[src/rtl/mcbrm_ram.sv]
// Generic simple dual-port RAM with registered read data.
module mcbrm_ram #(
    parameter int WIDTH = 8,
    parameter int DEPTH = 2
) (
    input  logic                     clk,
    input  logic                     we,
    input  logic [$clog2(DEPTH)-1:0] waddr,
    input  logic [WIDTH-1:0]         wdata,
    input  logic [$clog2(DEPTH)-1:0] raddr,
    output logic [WIDTH-1:0]         rdata
);

    logic [WIDTH-1:0] mem [DEPTH];

    // Write port
    always_ff @(posedge clk)
    begin
        if (we)
        begin
            mem[waddr] <= wdata;
        end
    end

    // Registered read port
    always_ff @(posedge clk)
    begin
        rdata <= mem[raddr];
    end

endmodule

[config.mk]
export PLATFORM = sky130hd
export DESIGN_NAME = mcbrm_ram
export DESIGN_NICKNAME = d
export VERILOG_FILES = /design/src/rtl/mcbrm_ram.sv
export SDC_FILE = /design/constraint.sdc
export NUM_CORES = 1
export LEC_CHECK = 0
export ABC_AREA = 1
export BUFFER_PORTS_ARGS = -buffer_cell sky130_fd_sc_hd__buf_2
export CAP_MARGIN = 5
export CELL_PAD_IN_SITES_DETAIL_PLACEMENT = 1
export CELL_PAD_IN_SITES_GLOBAL_PLACEMENT = 2
export CORE_UTILIZATION = 32
export CTS_CLUSTER_SIZE = 8
export DETAILED_ROUTE_END_ITERATION = 7
export GPL_TIMING_DRIVEN = 1
export PLACE_DENSITY_LB_ADDON = 0.1
export REMOVE_ABC_BUFFERS = 1
export SLEW_MARGIN = 20
export SYNTH_ARGS = -nofsm -noshare
export SYNTH_HDL_FRONTEND = slang
export SYNTH_SLANG_ARGS = --single-unit
[constraint.sdc]
create_clock -name clk -period 1.3 [get_ports clk]
set_input_delay 0.26 -clock clk [delete_from_list [all_inputs] [get_ports clk]]
set_output_delay 0.26 -clock clk [all_outputs]
set_load 0.005 [all_outputs]
==> results of run 1 <==
## path summary, 6_finish.rpt
| kind | from | endpoint | slack, ns |
|---|---|---|---|
| hold reg to reg | mem[0][4] | rdata[4] | 0.45 |
| hold / removal | wdata[1] | mem[0][1] | 0.13 |
| setup reg to reg | mem[1][5] | rdata[5] | 0.69 |
| setup / recovery | rdata[4] | rdata[4] | 0.30 |
## layout by cell type, fill, tap and decap left out
| cell type | instances |
|---|---|
| nand2_1 | 25 |
| buf_2 | 19 |
| edfxtp_1 | 16 |
| dfxtp_1 | 8 |
| clkbuf_4 | 3 |
| inv_1 | 2 |
| inv_2 | 1 |
| nor2_1 | 1 |
| clkbuf_8 | 1 |
| buf_4 | 1 |
## per-layer routing
layer,share of wire,GRT usage,vias up
met5,0,0,-
met4,0.0062,0.0556,0
met3,0.042,0.0394,2
met2,0.51,0.187,12
met1,0.44,0.119,195
li1,-,-,222
## power by group through the flow
stage	combinational [mW]	clock, mW	sequential (mW)
finish	0.0864	0.377	0.884
detailed placement	0.0893	0	0.902
CTS	0.0894	0.397	0.885
floorplan	0.0295	0	0.905
global route	0.0997	0.424	0.890
global placement	0.0879	0	0.901
## cells in the mapped netlist (all sizes together)
master,n,area share
nor2,1,0.0049
nand2,25,0.12
edfxtp,16,0.63
inv,3,0.015
buf,1,0.015
dfxtp,8,0.21
## state kept, by name, indices dropped and copies added (netlist names)
register and count:
mem 16, rdata 8
## cell families (layout without fill, tap and decap cells)
family	after synthesis	in the layout
flip-flops	24	24
buffers and inverters	4	27
AND/OR/NAND/NOR	26	26
## metrics by stage
stage | utilization | total power, mW
after floorplan | - | 0.935
after global placement | 0.397 | 0.989
after detailed placement | 0.397 | 0.992
after CTS | 0.413 | 1.37
after global routing | 0.413 | 1.41
final | 0.413 | 1.35
## area by class of cell
type / instances / area (µm²)
inverter: 3 / 11.3
clock buffer: 4 / 36.3
fill: 252 / 1310
sequential: 24 / 641
timing repair buffer: 20 / 103
tap: 28 / 35.0
multi-input combinational: 26 / 97.6
==> impl_summary.log, run 1 <==
INFO  metric run_status = completed
INFO  metric clock_latency = 0.30 ns
INFO  metric place.detailed.hpwl = 810 µm
INFO  metric worstSetupStartpointType = flop
INFO  metric ctsHoldBuffers = 0
INFO  metric remaining_number_of_nets_flagged_by_the_antenna_check_after_routing = 0
INFO  metric synth_compound_area_frac = 0
INFO  metric tightest_slew = 0.300 ns
INFO  metric drc = 0
INFO  metric power_frac_comb = 0.064
INFO  metric timing.clock.skew = 0.00542 ns
INFO  metric port_buffers = 19
INFO  metric final.period_utilization = 0.767
INFO  metric timing.critical_path.depth = 1
INFO  metric instances_no_fill = 105
INFO  metric power-per-cell-area = 1460 nW/µm²
INFO  metric synth_xor_area_frac = 0
INFO  metric routed-via-count = 431
INFO  metric finalNetCount = 90
INFO  metric tns = 0 ns
INFO  metric worst_path_dominant_cell_family = flip-flops
INFO  metric worstPathMaxFanout = 1
INFO  metric relative_slew_slack = 0.800
INFO  metric yosys_warnings = 0
INFO  metric max_cap_violations = 0
INFO  metric postLayoutSetupSlackWorst = 0.303 ns
INFO  metric clkPwrFrac = 0.280
INFO  metric grt_max_degree = 14
INFO  metric design.core.area = 2230 µm²
INFO  metric die_area = 2580 µm²
INFO  metric hold_violations_final = 0
INFO  metric fmax = 1000 MHz
INFO  metric r2r.worst_path.cells = 2
INFO  metric hold_path.class = in -> reg
INFO  metric critical_path.cell_chain = buf_2
INFO  metric numClockSinks = 24
INFO  metric start_util = 0.341
INFO  metric postCtsResizedCells = 0
INFO  metric sw_frac_of_total = 0.197
INFO  metric cts_made_buffers = 3
INFO  metric power.share.sequential = 0.656
INFO  metric synthSimpleGateAreaFrac = 0.128
INFO  metric p_leak = 0.412 nW
INFO  metric combinational_family_with_the_most_area_after_synthesis = simple AND/OR/NAND/NOR gates
INFO  metric avgViaCountPerCell = 4.10
INFO  metric gp_routability_congestion = 0.633
INFO  metric post_synth.cell_area_avg = 14.1 µm²
INFO  metric final_max_slew_viol_count = 0
INFO  metric placed_cells_incl_taps = 101
INFO  metric crit_buf_inv = 1
INFO  metric rows = 17
INFO  metric tritoncts = done
INFO  metric pre_cts_slack = 0.296 ns
INFO  metric end_kind = primary output
INFO  metric die_height = 50.8 µm
INFO  metric grt_first_pass_wirelength = 1.91 mm
INFO  metric synth_seq_cells = 24
INFO  metric grt_antenna_before_repair = 0
INFO  metric grt_pass1_vias = 445
INFO  metric internal_power = 1.08 mW
INFO  metric clockRootBuffer = clkbuf_4
INFO  metric critPathMaxStageDelay = 0.32 ns
INFO  metric drive_gt1_frac = 0.325
INFO  metric final_design_area_no_fill = 923 µm²
INFO  metric mappedNetlistArea = 761 µm²
INFO  metric postCtsSetupBuffers = 0
INFO  metric synth-seq-area-share = 0.842
INFO  metric power.switching = 265 µW
INFO  metric top_level_ports = 20
INFO  metric critical_path_arrival = 0.74 ns
INFO  metric number_of_unique_standard_cell_types_used_by_synthesis = 7
INFO  metric grt_overflow = 0
INFO  metric routed_wire_length_per_instance = 10.8 µm
INFO  metric critPathSlowestCell = dfxtp_1
INFO  metric netlist_instances = 54
INFO  metric ir_worst_vdd = 0.830 mV
INFO  metric area.growth.synth_to_final = 21.4%
INFO  metric chipWidth = 50.8 µm
INFO  metric detail_route.iter0.violations = 3
INFO  metric antenna_cells = 0
INFO  metric totalWireLength = 1.13 mm
INFO  metric synth_fa_ha_area_frac = 0
INFO  metric htree_levels = 1
INFO  metric criticalPathCategory = reg -> out
INFO  metric hold_depth = 1
INFO  metric worstPathRequired = 1.04 ns
INFO  metric maximum_count_of_clock_buffers_along_a_single_path = 2
INFO  metric drt-pass1-iter-count = 3
INFO  metric clkSlewWorstSetupHoldPaths = 0.12 ns
INFO  metric worst_hold_slack = 0.135 ns
INFO  metric setup_viol = 0
INFO  metric placed_cell_area = 887 µm²
INFO  metric grt_setup_unrepaired = no
INFO  metric gr_util_all_layers = 0.110
INFO  metric fin_crit = 0.997 ns
INFO  metric mux_contribution_to_synthesized_area = 0
No activity file was read; power rests on OpenSTA's default activity.
==> inputs of run 2 (changes only) <==
--- a/config.mk
+++ b/config.mk
@@ -5,7 +5,7 @@
 export SDC_FILE = /design/constraint.sdc
 export NUM_CORES = 1
 export LEC_CHECK = 0
-export ABC_AREA = 1
+export ABC_AREA = 0
 export BUFFER_PORTS_ARGS = -buffer_cell sky130_fd_sc_hd__buf_2
 export CAP_MARGIN = 5
 export CELL_PAD_IN_SITES_DETAIL_PLACEMENT = 1
==> constraint.sdc (replaced) <==
create_clock -name clk -period 0.9 [get_ports clk]
set_input_delay 0.18 -clock clk [delete_from_list [all_inputs] [get_ports clk]]
set_output_delay 0.18 -clock clk [all_outputs]
set_load 0.005 [all_outputs]
==> impl_summary.log, run 2 <==
INFO  metric maximum_count_of_clock_buffers_along_a_single_path = 2 (unchanged)
INFO  metric place.detailed.hpwl = 970 µm (+20%)
INFO  metric clockRootBuffer = clkbuf_4
INFO  metric chipWidth = 51.5 µm (+1.5%)
INFO  metric netlist_instances = 35 (-35%)
INFO  metric detail_route.iter0.violations = 3 (unchanged)
INFO  metric critPathMaxStageDelay = 0.33 ns (about the same)
INFO  metric drive_gt1_frac = 0.623 (+0.298)
INFO  metric finalNetCount = 74 (-18%)
INFO  metric final_max_slew_viol_count = 0 (unchanged)
INFO  metric routed-via-count = 386 (-10%)
INFO  metric yosys_warnings = 0 (unchanged)
INFO  metric placed_cell_area = 933 µm² (+5.2%)
INFO  metric grt_pass1_vias = 430 (-3.4%)
INFO  metric grt_antenna_before_repair = 0 (unchanged)
INFO  metric placed_cells_incl_taps = 85 (-16%)
INFO  metric tns = -0.189 ns (-0.189 ns)
INFO  metric relative_slew_slack = 0.819 (+0.0193)
INFO  metric tightest_slew = 0.271 ns (-0.0286 ns)
INFO  metric fin_crit = 0.935 ns
INFO  metric failing_checks = setup timing
INFO  metric clock_latency = 0.31 ns (about the same)
INFO  metric worstSetupStartpointType = flop
INFO  metric area.growth.synth_to_final = 24.9%
INFO  metric tritoncts = done
INFO  metric synthSimpleGateAreaFrac = 0.0159 (-0.112)
INFO  metric antenna_cells = 0 (unchanged)
INFO  metric hold_path.class = in -> reg
INFO  metric final_design_area_no_fill = 980 µm² (+6.1%)
INFO  metric max_cap_violations = 0 (unchanged)
INFO  metric synth_xor_area_frac = 0 (unchanged)
INFO  metric hold_violations_final = 0 (unchanged)
INFO  metric synth-seq-area-share = 0.817 (-0.0255)
INFO  metric final_common_cell = buf_2
INFO  metric timing.critical_path.depth = 1 (unchanged)
INFO  metric cts_made_buffers = 3 (unchanged)
INFO  metric min-delay-start = wdata[0]
INFO  metric worstPathRequired = 0.72 ns (-0.32 ns)
INFO  metric synth_top_cells_by_count = edfxtp_1, dfxtp_1, mux2_4
INFO  metric drt-pass1-iter-count = 4 (+1)
INFO  metric worst_path_dominant_cell_family = flip-flops
INFO  metric postLayoutSetupSlackWorst = -0.0348 ns (-0.338 ns)
INFO  metric grt_overflow = 0 (unchanged)
INFO  metric end_kind = primary output
INFO  metric setup_viol = 8 (+8)
INFO  metric routed_wire_length_per_instance = 14.0 µm (+30%)
INFO  metric final.period_utilization = 1.04
INFO  metric mappedNetlistArea = 785 µm² (+3.1%)
INFO  metric r2r_setup_slk = 0.13 ns (-0.56 ns)
INFO  metric critical_path.cell_chain = buf_2
INFO  metric mux_contribution_to_synthesized_area = 0.153 (+0.153)
INFO  metric synth_top_cell_area_share = 0.612 (-0.0191)
INFO  metric clkSlewWorstSetupHoldPaths = 0.12 ns (about the same)
INFO  metric run_status = finished, violations left
INFO  metric post_synth.cell_area_avg = 22.4 µm² (+59%)
INFO  metric top_level_ports = 20 (unchanged)
INFO  metric critPathSlowestCell = dfxtp_2
INFO  metric ctsHoldBuffers = 0 (unchanged)
INFO  metric synth_compound_area_frac = 0 (unchanged)
INFO  metric design.core.area = 2250 µm² (+0.95%)
INFO  metric grt_setup_unrepaired = yes
INFO  metric critical_path_arrival = 0.75 ns (about the same)
INFO  metric timing.clock.skew = 0.00168 ns (-0.00375 ns)
INFO  metric htree_levels = 1 (unchanged)
INFO  metric most-common-layout-cells = buf_2, edfxtp_1, mux2_4, dfxtp_1, buf_4
INFO  metric min_to = mem[1][0]
INFO  metric avgViaCountPerCell = 4.34 (+5.7%)
INFO  metric async_flop_share = 0 (unchanged)
INFO  metric numClockSinks = 24 (unchanged)
INFO  metric gr_util_all_layers = 0.115 (+0.00576)
INFO  metric totalWireLength = 1.25 mm (+10%)
INFO  metric die_height = 51.5 µm (+1.5%)
INFO  metric grt_first_pass_wirelength = 2.04 mm (+6.9%)
INFO  metric pre_cts_slack = -0.0238 ns (-0.320 ns)
INFO  metric synth.area.top_cells = edfxtp_1, dfxtp_1, mux2_4, buf_6, and2_1
INFO  metric synthMostInstantiatedCell = edfxtp_1
INFO  metric max_flop_register = mem
INFO  metric worstPathMaxFanout = 1 (unchanged)
INFO  metric reg.largest.list = mem x16, rdata x8
INFO  metric power-per-cell-area = 2040 nW/µm² (+40%)
INFO  metric r2r.worst_path.cells = 1 (-1)
INFO  metric die_area = 2650 µm² (+3.0%)
INFO  metric grt_max_degree = 14 (unchanged)
INFO  metric synth_seq_cells = 24 (unchanged)
INFO  metric largest_register_ff_count = 16 (unchanged)
INFO  metric gp_routability_congestion = 0.649 (+2.6%)
INFO  metric crit_buf_inv = 1 (unchanged)
INFO  metric final_core_utilization = 0.435 (+0.0211)
INFO  metric number_of_flops_mapped_to_enable_cells_by_yosys = 16 (unchanged)
INFO  metric crit-reg2reg-capture = rdata[5]
INFO  metric synth_fa_ha_area_frac = 0 (unchanged)
INFO  metric combinational_family_with_the_most_area_after_synthesis = multiplexers
INFO  metric start_util = 0.348 (+0.00733)
INFO  metric p_leak = 0.407 nW (-1.3%)
INFO  metric synth_ff_type = edfxtp_1
INFO  metric number_of_unique_standard_cell_types_used_by_synthesis = 6 (-1)
INFO  metric rows = 17 (unchanged)
INFO  metric instances_no_fill = 89 (-15%)
INFO  metric synthDominantAreaCellType = edfxtp_1
INFO  metric port_buffers = 19 (unchanged)
INFO  metric criticalPathCategory = reg -> out
INFO  metric remaining_number_of_nets_flagged_by_the_antenna_check_after_routing = 0 (unchanged)
INFO  metric rr_startpoint = mem[0][5]
INFO  metric hold_depth = 1 (unchanged)
INFO  metric fmax = 1070 MHz
INFO  metric ir_worst_vdd = 1.14 mV (+37%)
INFO  metric drc = 0 (unchanged)
[run 2: cell types whose count changed in the layout (fill, tap and decap cells not counted), sizes merged]
cell / delta
nand2: -25
inv: -3
mux2: +8
nor2b: +1
buf: +3
and2: +1
nor2: -1
[run 2: layer usage]
layer  routed length, µm  vias to the layer above  GRT usage
met1                 413                      188      0.106
met4                   8                        0     0.0270
met5                   0                        -          0
li1                    -                      180          -
met3                  90                        2     0.0614
met2                 735                       16      0.219
[run 2: final cells by class]
type	instances	area, µm²
fillers	245	1270
flip-flops and latches	24	644
multi-input cells	10	133
repair buffers	23	131
clock buffers	4	36.3
well taps	28	35.0
[run 2: timing repair]
action                     in CTS  in global routing
buffers inserted                0                  0
setup endpoints to repair       8                  8
resized for setup               0                  4
[run 2: worst max-delay path by stage]
stage,end,slack (ns),start
finish,rdata[4],-0.03,rdata[4]
detailed placement,mem[0][6],-0.02,waddr
CTS,rdata[4],-0.05,rdata[4]
global placement,mem[0][6],0.01,waddr
global route,rdata[4],-0.09,rdata[4]
floorplan,mem[0][0],-0.07,we
[run 2: kinds of logic (layout without fill, tap and decap cells)]
family,Yosys count,in the layout
and+or+nand+nor,2,2
muxes,8,8
DFF,24,24
buffers and inverters,1,27
[run 2: where the power goes]
group          internal, mW  total (mW)  switching (mW)
registers              1.26        1.29          0.0230
clock network         0.247       0.549           0.302
logic                 0.103       0.163          0.0601
[run 2: per-stage QoR]
stage | hold WS (ns) | power (mW)
final | 0.0488 | 2.00
after floorplan | 0.279 | 1.37
after global placement | 0.370 | 1.46
after global routing | 0.0202 | 2.10
after detailed placement | 0.372 | 1.47
after CTS | 0.0325 | 2.03
