**src/rtl/mcbrm_pkg.sv**
```systemverilog
// Shared types, codes and constants of the bandwidth record merger.
package mcbrm_pkg;

    // Default configuration of the top level
    localparam int DEF_NUM_CONTROLLERS = 4;
    localparam int DEF_QUEUE_DEPTH     = 16;

    localparam int TIME_W  = 64;
    localparam int COUNT_W = 32;
    localparam int FIG_W   = 48;
    localparam int FRAC_W  = 16;
    localparam int DIV_W   = 64;

    localparam logic [FIG_W-1:0]  SAT48       = '1;
    localparam logic [TIME_W-1:0] NONE_POPPED = '1;
    localparam logic [29:0]       NS_PER_S    = 30'd1_000_000_000;

    // Register reset values
    localparam logic [10:0] LINE_BYTES_RESET = 11'd64;
    localparam logic        ALLOW_RESET      = 1'b0;
    localparam logic [2:0]  ACTIVE_RESET     = 3'd4;

    // Register indexes
    localparam logic [1:0] REG_LINE_BYTES = 2'd0;
    localparam logic [1:0] REG_ALLOW      = 2'd1;
    localparam logic [1:0] REG_ACTIVE     = 2'd2;

    // Request codes; the remaining codes act as a query
    localparam logic [2:0] REQ_PUSH_RD  = 3'd0;
    localparam logic [2:0] REQ_PUSH_WR  = 3'd1;
    localparam logic [2:0] REQ_PROC_ONE = 3'd2;
    localparam logic [2:0] REQ_PROC_ALL = 3'd3;

    // Status codes
    localparam logic [2:0] ST_OK    = 3'd0;
    localparam logic [2:0] ST_EMPTY = 3'd1;
    localparam logic [2:0] ST_REV   = 3'd3;
    localparam logic [2:0] ST_ZERO  = 3'd4;
    localparam logic [2:0] ST_OVF   = 3'd5;
    localparam logic [2:0] ST_NOPOP = 3'd6;

    typedef struct packed {
        logic [2:0]         req_type;
        logic [1:0]         controller;
        logic [TIME_W-1:0]  start_time;
        logic [TIME_W-1:0]  end_time;
        logic [COUNT_W-1:0] access_count;
    } req_t;

    typedef struct packed {
        logic [FIG_W-1:0]  read_bandwidth;
        logic [FIG_W-1:0]  write_bandwidth;
        logic [FIG_W-1:0]  read_rate;
        logic [FIG_W-1:0]  write_rate;
        logic              read_invalid;
        logic              write_invalid;
        logic [2:0]        status;
        logic [TIME_W-1:0] last_read_time;
        logic [TIME_W-1:0] last_write_time;
        logic [TIME_W-1:0] last_popped_time;
    } rsp_t;

    // One interval record as held in the queue memories
    typedef struct packed {
        logic [TIME_W-1:0]  t0;
        logic [TIME_W-1:0]  t1;
        logic [COUNT_W-1:0] n;
    } rec_t;

    typedef enum logic [2:0] {
        CK_OK,
        CK_NONE,
        CK_INV,
        CK_REV,
        CK_ZERO
    } ck_t;

    typedef enum logic [3:0] {
        S_IDLE,
        S_PUSH,
        S_PROC_CHK,
        S_SCAN,
        S_FRONT,
        S_LOAD,
        S_CHECK,
        S_MUL,
        S_DSTART,
        S_DWAIT,
        S_POP1,
        S_MADDR,
        S_MCMP,
        S_MPOP,
        S_TAIL,
        S_OUT
    } state_t;

    // Classify a front record
    function automatic ck_t check_rec(input logic empty, input rec_t r);
        if (empty) begin
            return CK_NONE;
        end
        if (r.t0 < r.t1) begin
            return CK_OK;
        end
        if (r.t0 > r.t1) begin
            return CK_REV;
        end
        if (r.n == '0) begin
            return CK_NONE;
        end
        return (r.t0 == '0) ? CK_INV : CK_ZERO;
    endfunction

endpackage

```
**src/rtl/mcbrm_div.sv**
```systemverilog
// Restoring divider, one quotient bit per cycle.
module mcbrm_div (
    input  logic                       clk,
    input  logic                       rst_n,
    input  logic                       start,
    input  logic [mcbrm_pkg::DIV_W-1:0] num,
    input  logic [mcbrm_pkg::DIV_W-1:0] den,
    output logic                       done,
    output logic [mcbrm_pkg::DIV_W-1:0] quo
);

    import mcbrm_pkg::*;

    localparam int CNT_W = $clog2(DIV_W + 1);

    logic [CNT_W-1:0] cnt_reg;
    logic             busy_reg;
    logic             done_reg;
    logic [DIV_W-1:0] rem_reg;
    logic [DIV_W-1:0] q_reg;
    logic [DIV_W:0]   trial;
    logic             ge;

    // Trial subtract of the shifted remainder
    assign trial = {rem_reg, q_reg[DIV_W-1]};
    assign ge    = trial >= {1'b0, den};

    // Sequence control
    always_ff @(posedge clk or negedge rst_n)
    begin
        if (!rst_n)
        begin
            busy_reg <= 1'b0;
            done_reg <= 1'b0;
            cnt_reg  <= '0;
        end
        else
        begin
            done_reg <= 1'b0;
            if (start)
            begin
                busy_reg <= 1'b1;
                cnt_reg  <= CNT_W'(DIV_W);
            end
            else if (busy_reg)
            begin
                cnt_reg <= cnt_reg - 1'b1;
                if (cnt_reg == CNT_W'(1))
                begin
                    busy_reg <= 1'b0;
                    done_reg <= 1'b1;
                end
            end
        end
    end

    // Remainder and quotient shift
    always_ff @(posedge clk)
    begin
        if (start)
        begin
            rem_reg <= '0;
            q_reg   <= num;
        end
        else if (busy_reg)
        begin
            rem_reg <= ge ? DIV_W'(trial - {1'b0, den}) : trial[DIV_W-1:0];
            q_reg   <= {q_reg[DIV_W-2:0], ge};
        end
    end

    assign done = done_reg;
    assign quo  = q_reg;

endmodule

```
**config.mk**
```make
export PLATFORM = sky130hd
export DESIGN_NAME = mcbrm_div
export DESIGN_NICKNAME = d
export VERILOG_FILES = /design/src/rtl/mcbrm_pkg.sv /design/src/rtl/mcbrm_div.sv
export SDC_FILE = /design/constraint.sdc
export NUM_CORES = 1
export LEC_CHECK = 0
export ABC_AREA = 1
export BUFFER_PORTS_ARGS = -buffer_cell sky130_fd_sc_hd__buf_2
export CORE_UTILIZATION = 45
export CTS_CLUSTER_DIAMETER = 150
export DETAILED_ROUTE_END_ITERATION = 12
export PLACE_DENSITY_LB_ADDON = 0.2
export SLEW_MARGIN = 20
export SYNTH_ARGS = -nofsm -noshare
export SYNTH_HDL_FRONTEND = slang
export SYNTH_SLANG_ARGS = --single-unit
```
**constraint.sdc**
```tcl
create_clock -name clk -period 8.3 [get_ports clk]
set_input_delay 0.415 -clock clk [delete_from_list [all_inputs] [get_ports clk]]
set_output_delay 0.415 -clock clk [all_outputs]
set_load 0.01 [all_outputs]
```
==> metrics, run 1 <==
register bit total from synthesis 137; setup violators final 0; Post-Place Cells 2615; critical path class flip-flop to flip-flop; reg2reg end rem_reg[10]$_SDFFE_PP0P_; Clock transition at path regs 0.07 ns; post-route ant nets 0; TritonCTS clock tree built; IO Port Bufs 195; Routability Congestion 0.994; min-delay src num[21]; core area 0.0270 mm²; area share of the largest cell type after synthesis 27.4%; met3 usage 4.09%; largest stage delay on the critical path 0.59 ns; Cells after Synth 2120; Die Height 168 µm; leading area contributor after synthesis nand2_1; routing usage on met1 37.2%; sequential fraction of the synthesis area 27.6%; num rows 60; Total Die Area 0.0283 mm²; via count 13000; vias in the first global route 11800; most crowded layer after global routing met2; setup slack, reg-to-reg 5.00 ns; Slew Viols, Final 0; buffers inserted by post-CTS timing repair 0; final hold vios 0; Tightest Pin Transition 1.08 ns; Max clock buf depth 2; Synth-to-Final Area Change 14.5%; CP required 8.65 ns; setup TNS 0 ns; fin crit share 39.7%; DRT iter0 DRCs 1206; Post-synth EDFFs 64; peak supply drop 0.000130 V; Tot Pwr 0.00384 W; Peak Freq 0.303 GHz; status finished clean; total track usage 27.0%; fin nets 2492; H-tree Lvls 4; synth top area cells nand2_1 (27%), edfxtp_1 (15%), inv_1 (13%), dfxtp_1 (10%), ha_1 (6.6%); arrival time worst endpoint 3.64 ns; crit path capture type flip-flop; worst skew pair latency 0.44 ns; largest net degree at the start of global routing 88; max_cap viols 0; FF-to-FF path depth 15; 1st-pass router iterations 5; die width 168 µm; cell mode on critical path nand2_1; ANT cells 0; synthesized area per cell 5.86 µm²; hold worst-path end quo[21]$_DFFE_PP_; Hold Crit Depth 3; fin crit period 3.30 ns; # IOs 196; clock skew 0.0135 ns; Slew HR 28.1%; first-pass GRT wire length 60400 µm; PwrDens 270 mW/mm²; LEAKAGE 8.49 nW; Initial Utilization 46.0%; Primary FF master, synth edfxtp_1; CTS resizes 0; initial antenna violation count 0; synthesized area 0.0124 mm²; async set or reset register ratio after synthesis 6.57%; Top delay family on crit path simple AND/OR/NAND/NOR gates; met2 Usage GRT 43.3%; Hold Crit Class input pin to flip-flop; Startpoint Class flip-flop; Vias/cell 4.89; R2R Path Start rem_reg[37]$_SDFFE_PP0P_; final WL 37900 µm; GR Overflow Total 0; Clock Tree Root clkbuf_16; routed length per instance 14.3 µm; crit-path cells ha_1 > nand2_1 > nand2_1 > a21oi_2 > nand2_1 > nand2_1 > nand2_1 > nand2_1 > nand2_1 > nor2_4 > buf_4 > nand2_4 > nand2_1 > nand3_1 > o21ai_0; syn_nets 2318; Synth Warn # 0; Cell Count, Final, Fillers Out 2648; CTS buffer count 17; fraction of layout instances using a drive strength above 1 11.9%; total clock sinks 137; Worst Path Buf+Inv 1; unrepaired setup endpoints after global routing false; slowest CP cell buf_4; drt drc 0; HPWL after detailed placement 29700 µm; Filler cells 2892; CP Max Fanout 66; Netlist cell types 39
## cells in the mapped netlist, drive strengths merged, types with 2 or more instances
master,count
nor3,13
dfxtp,64
nor4,2
o21bai,9
nand4,18
nor2,124
dfrtp,9
and2,4
o21ai,46
buf,23
edfxtp,64
nand3b,35
nand3,153
clkbuf,25
nand2,918
xnor2,29
ha,66
xor2,2
a21o,3
a21oi,55
inv,451
## how the worst max path moves through the flow
stage                     cells after the start                       end                      from  slack [ns]
final                                        15  rem_reg[10]$_SDFFE_PP0P_  rem_reg[37]$_SDFFE_PP0P_        5.00
after floorplan                               3          quo[0]$_DFFE_PP_                     start        5.36
after global placement                       19  rem_reg[34]$_SDFFE_PP0P_                    den[7]        4.83
after global routing                         17  rem_reg[10]$_SDFFE_PP0P_   rem_reg[7]$_SDFFE_PP0P_        4.70
after detailed placement                     19  rem_reg[44]$_SDFFE_PP0P_                    den[4]        4.76
after CTS                                    17  rem_reg[44]$_SDFFE_PP0P_   rem_reg[7]$_SDFFE_PP0P_        4.98
## where the power goes
group	internal [W]	switching (W)	total (W)
logic	0.000715	0.00134	0.00206
clock network	0.000456	0.000368	0.000824
registers	0.000864	0.0000950	0.000959
total	0.00204	0.00181	0.00384
## metal layers
| layer | part of all wire, % | up-vias | wire length, µm |
|---|---|---|---|
| met3 | 5.9 | 52 | 2250 |
| met1 | 47 | 5769 | 17700 |
| met2 | 45 | 375 | 17000 |
| met5 | 0 | - | 0 |
| met4 | 2.5 | 0 | 958 |
| li1 | - | 6757 | - |
## placed cells by master, fill, tap and decap left out, drive strengths merged
cell type    synthesis  layout
a21boi               1       1
a21o                 3       3
a21oi               55      55
a31oi                1       1
and2                 4       4
and3                 1       1
buf                 23     202
bufinv               0       2
clkbuf              25      17
clkinv               1       6
clkinvlp             0       2
dfrtp                9       9
dfxtp               64      64
dlygate4sd3          0       1
edfxtp              64      64
fa                   1       1
ha                  66      66
inv                451     457
nand2              918     918
nand3              153     153
nand3b              35      35
nand4               18      18
nor2               124     124
nor3                13      13
nor4                 2       2
o21ai               46      46
o21bai               9       9
o22ai                1       1
or2                  1       1
xnor2               29      29
xor2                 2       2
## tightest hold or removal path, cell delays in order
cell     delay, ns
buf_2         0.08
nand2_1       0.04
nand2_1       0.05
## area by class of cell
| type | instances | area, µm² | share of cell area [%] |
|---|---|---|---|
| multi-input combinational | 1483 | 7020 | 49.4 |
| sequential | 137 | 3430 | 24.1 |
| inverter | 452 | 1700 | 11.9 |
| timing repair buffer | 203 | 1040 | 7.30 |
| tap | 341 | 427 | 3.00 |
| clock buffer | 17 | 425 | 2.99 |
| clock inverter | 15 | 183 | 1.28 |
## stage by stage
stage / setup WS [ns] / hold slack [ns] / util [%] / instance area [µm²]
3_3_place_gp: 4.83 / 0.278 / 50.3 / 13600
2_1_floorplan: 5.36 / 0.119 / - / 12400
4_1_cts: 4.98 / 0.239 / 52.6 / 14200
5_1_grt: 4.70 / 0.241 / 52.6 / 14200
6_report: 5.00 / 0.248 / 52.6 / 14200
3_5_place_dp: 4.76 / 0.280 / 50.3 / 13600
## cells by family (layout without fill, tap and decap cells)
kind of cell | Yosys count | count (layout) | synth area share, %
buffers and inverters | 500 | 687 | 16.0
AOI/OAI and AO/OA | 116 | 116 | 5.02
and+or+nand+nor | 1269 | 1269 | 42.4
xor gates and xnor gates | 31 | 31 | 2.19
adders and majority gates | 67 | 67 | 6.81
DFF | 137 | 137 | 27.6
## repair_timing
item                                    4_1_cts  5_1_grt
endpoints found under the setup margin        0        0
hold endpoints to repair                      9        0
hold buffers                                  1        0
No activity file was read; power rests on OpenSTA's default activity.
==> run 2: changes to the inputs <==
ABC_AREA = 0   (was 1)
clock period = 2.75 ns   (was 8.3 ns; I/O delays follow)
==> run 2 against run 1 <==
Net effect:
- the flow now finishes with violations (negative setup slack)
- clock skew increased by 0.015 ns
- die area decreased by 20%
- sequential power increased to 3.3 times the previous value
- final area increased by 4.7%
- sequential cell count unchanged
- synthesized cell count decreased by 46%
- fmax increased by 7.0%
- cell count decreased by 30%
- largest cell class unchanged
==> metrics, run 2 <==
status finished with violations; failing checks negative setup slack; final WL 33900 µm (-10%); first-pass GRT wire length 52300 µm (-13%); PwrDens 1030 mW/mm² (+280%); Clock transition at path regs 0.08 ns (about the same); synth top area cells edfxtp_1 (19%), dfxtp_1 (13%), ha_1 (8.4%), mux2_2 (7.3%), a21oi_1 (5.5%); CP required 3.09 ns (-5.56 ns); Die Height 150 µm (-11%); area share of the largest cell type after synthesis 19.4% (-8.0 points); critical path class flip-flop to flip-flop; largest net degree at the start of global routing 64 (-27%); Synth-to-Final Area Change 50.5%; LEAKAGE 6.72 nW (-21%); commonest non-fill, non-tap cells in the layout buf_4 (203), buf_2 (194), nor2_1 (91), inv_1 (85), nand2_1 (84); vias in the first global route 10400 (-12%); Total Die Area 0.0226 mm² (-20%); clock skew 0.0286 ns (+0.0151 ns); final hold vios 0 (unchanged); num rows 53 (-12%); Max clock buf depth 2 (unchanged); Hold Crit Class input pin to flip-flop; register bit total from synthesis 137 (unchanged); crit path capture type flip-flop; Final WS setup -0.332 ns (-5.33 ns); fraction of layout instances using a drive strength above 1 44.0% (+32 points); Post-synth EDFFs 64 (unchanged); drt drc 0 (unchanged); initial antenna violation count 0 (unchanged); ANT cells 0 (unchanged); Peak Freq 0.325 GHz (+7.0%); Vias/cell 5.60 (+14%); max_cap viols 0 (unchanged); largest stage delay on the critical path 0.51 ns (-0.08 ns); Routability Congestion 0.924 (-7.0%); leading area contributor after synthesis edfxtp_1; Initial Utilization 46.5% (+0.50 points); syn_nets 1344 (-42%); fin crit share 112% (+72 points); fin util 69.9% (+17 points); cell mode on critical path buf_12; arrival time worst endpoint 3.42 ns (-0.22 ns); post-route ant nets 0 (unchanged); unrepaired setup endpoints after global routing true; setup violators final 65 (+65); # IOs 196 (unchanged); crit-path cells ha_4 > nand2_2 > or4_4 > a211o_1 > a311oi_2 > buf_4 > o211ai_1 > nand3_2 > a41oi_4 > buf_12 > buf_12 > clkbuf_16 > a21oi_2 > o21ai_1; top cells by count, synth nand2_1 (110), a21oi_1 (109), nor2_1 (103); peak supply drop 0.000518 V (+300%); Cells after Synth 1146 (-46%); Clock Tree Root clkbuf_16; IO Port Bufs 195 (unchanged); via count 10300 (-20%); commonest non-fill, non-tap cell in the layout buf_4; fin nets 1757 (-29%); routed length per instance 18.4 µm (+28%); async set or reset register ratio after synthesis 6.57% (unchanged); Tightest Pin Transition 1.28 ns (+0.198 ns); DRT iter0 DRCs 596 (-51%); worst skew pair latency 0.44 ns (about the same); total track usage 29.9% (+2.9 points); CTS buffer count 17 (unchanged); synthesized area per cell 8.63 µm² (+47%); TritonCTS clock tree built; core area 0.0213 mm² (-21%); Primary FF master, synth edfxtp_1; Tot Pwr 0.0153 W (+300%); Slew Viols, Final 0 (unchanged); total clock sinks 137 (unchanged); H-tree Lvls 4 (unchanged); HPWL after detailed placement 22700 µm (-24%); CP Max Fanout 6 (-91%); slowest CP cell or4_4; sequential fraction of the synthesis area 34.7% (+7.1 points); die width 150 µm (-11%); GR Overflow Total 0 (unchanged); synthesized area 0.00989 mm² (-20%); Synth Warn # 0 (unchanged); Netlist cell types 72 (+85%); fin crit period 3.08 ns (-0.217 ns); 1st-pass router iterations 5 (unchanged); Startpoint Class flip-flop; Slew HR 14.6% (-14 points); most numerous cell in the Yosys netlist nand2_1
==> run 2: cell types whose count changed after synthesis, moves of 11 or more <==
cell,delta
nand2_1,-798
inv_1,-357
nand3_1,-138
mux2_2,+64
a21oi_1,+55
a211oi_1,+35
nand3b_1,-33
xor2_1,+19
xnor2_1,+16
o21ai_0,+15
a21o_1,+14
a31oi_1,+13
o21ai_1,+12
nor2_2,-11
==> run 2: timing repair <==
action / CTS / global route
gates resized for setup: 103 / 100
buffers inserted: 11 / 3
pin swaps: 38 / 42
hold buffers: 30 / 0
cloned: 9 / 2
setup endpoints to repair: 65 / 65
endpoints found under the hold margin: 38 / 0
==> run 2: cell type report <==
type	count	area, µm²
well taps	275	344
inverters	86	323
repair buffers	454	3350
clock buffers	17	425
flip-flops and latches	137	3440
fillers	1638	6400
clock inverters	15	196
multi-input cells	863	6800
==> run 2: power by group <==
group          switching, W  total (W)  internal (W)  leakage [nW]
logic               0.00489    0.00972       0.00483          5.10
registers          0.000447    0.00318       0.00273          1.31
clock network       0.00115    0.00239       0.00124         0.301
total               0.00649     0.0153       0.00880          6.72
==> run 2: path summary, 6_finish.rpt <==
path	from	endpoint	slack, ns	depth (start not counted)
worst max register to register	rem_reg[11]$_SDFFE_PP0P_	rem_reg[15]$_SDFFE_PP0P_	-0.33	14
worst min register to register	rem_reg[3]$_SDFFE_PP0P_	rem_reg[3]$_SDFFE_PP0P_	0.50	2
worst max-delay path	rem_reg[11]$_SDFFE_PP0P_	rem_reg[15]$_SDFFE_PP0P_	-0.33	14
min in group asynchronous	rst_n	cnt_reg[0]$_DFFE_PN0P_	0.11	2
max in group asynchronous	rst_n	busy_reg$_DFF_PN0_	2.44	2
worst min-delay path	num[0]	quo[0]$_DFFE_PP_	0.007	2
==> run 2: per-stage QoR <==
| stage | setup WS [ns] | setup TNS (ns) | hold WS [ns] | area (µm²) | std cells |
|---|---|---|---|---|---|
| after floorplan | -0.130 | -3.19 | -0.158 | 10100 | 1146 |
| after global placement | -0.258 | -11.49 | -0.00150 | 12700 | 1764 |
| after detailed placement | -0.327 | -15.23 | -0.00407 | 12700 | 1764 |
| after CTS | -0.332 | -15.41 | 0.000310 | 14400 | 1845 |
| after global routing | -0.472 | -25.40 | 0.00323 | 14900 | 1847 |
| final | -0.332 | -16.05 | 0.00679 | 14900 | 1847 |
==> run 2: layer usage <==
layer | vias to the layer above | GRT usage [%] | routed length, µm
met3 | 69 | 5.36 | 2290
li1 | 4977 | - | -
met4 | 0 | 10.8 | 1080
met5 | - | 0 | 0
met2 | 406 | 51.3 | 16400
met1 | 4883 | 37.2 | 14200
==> run 2: kinds of logic after synthesis <==
group / synth area share, %
mux: 7.49
fa+ha+maj: 8.55
flops: 34.7
xor+xnor: 5.85
compound gates: 22.8
simple gates: 14.5
buf+inv: 6.17
==> run 2: critical path, delay by kind of cell, from the launching register on <==
| kind | cells | cell delay, ns |
|---|---|---|
| AO/OA/AOI/OAI | 6 | 0.97 |
| adder cells (fa/ha/maj) | 1 | 0.28 |
| AND/OR/NAND/NOR | 3 | 0.70 |
| flip-flops | 1 | 0.35 |
| buffers and inverters | 4 | 0.65 |
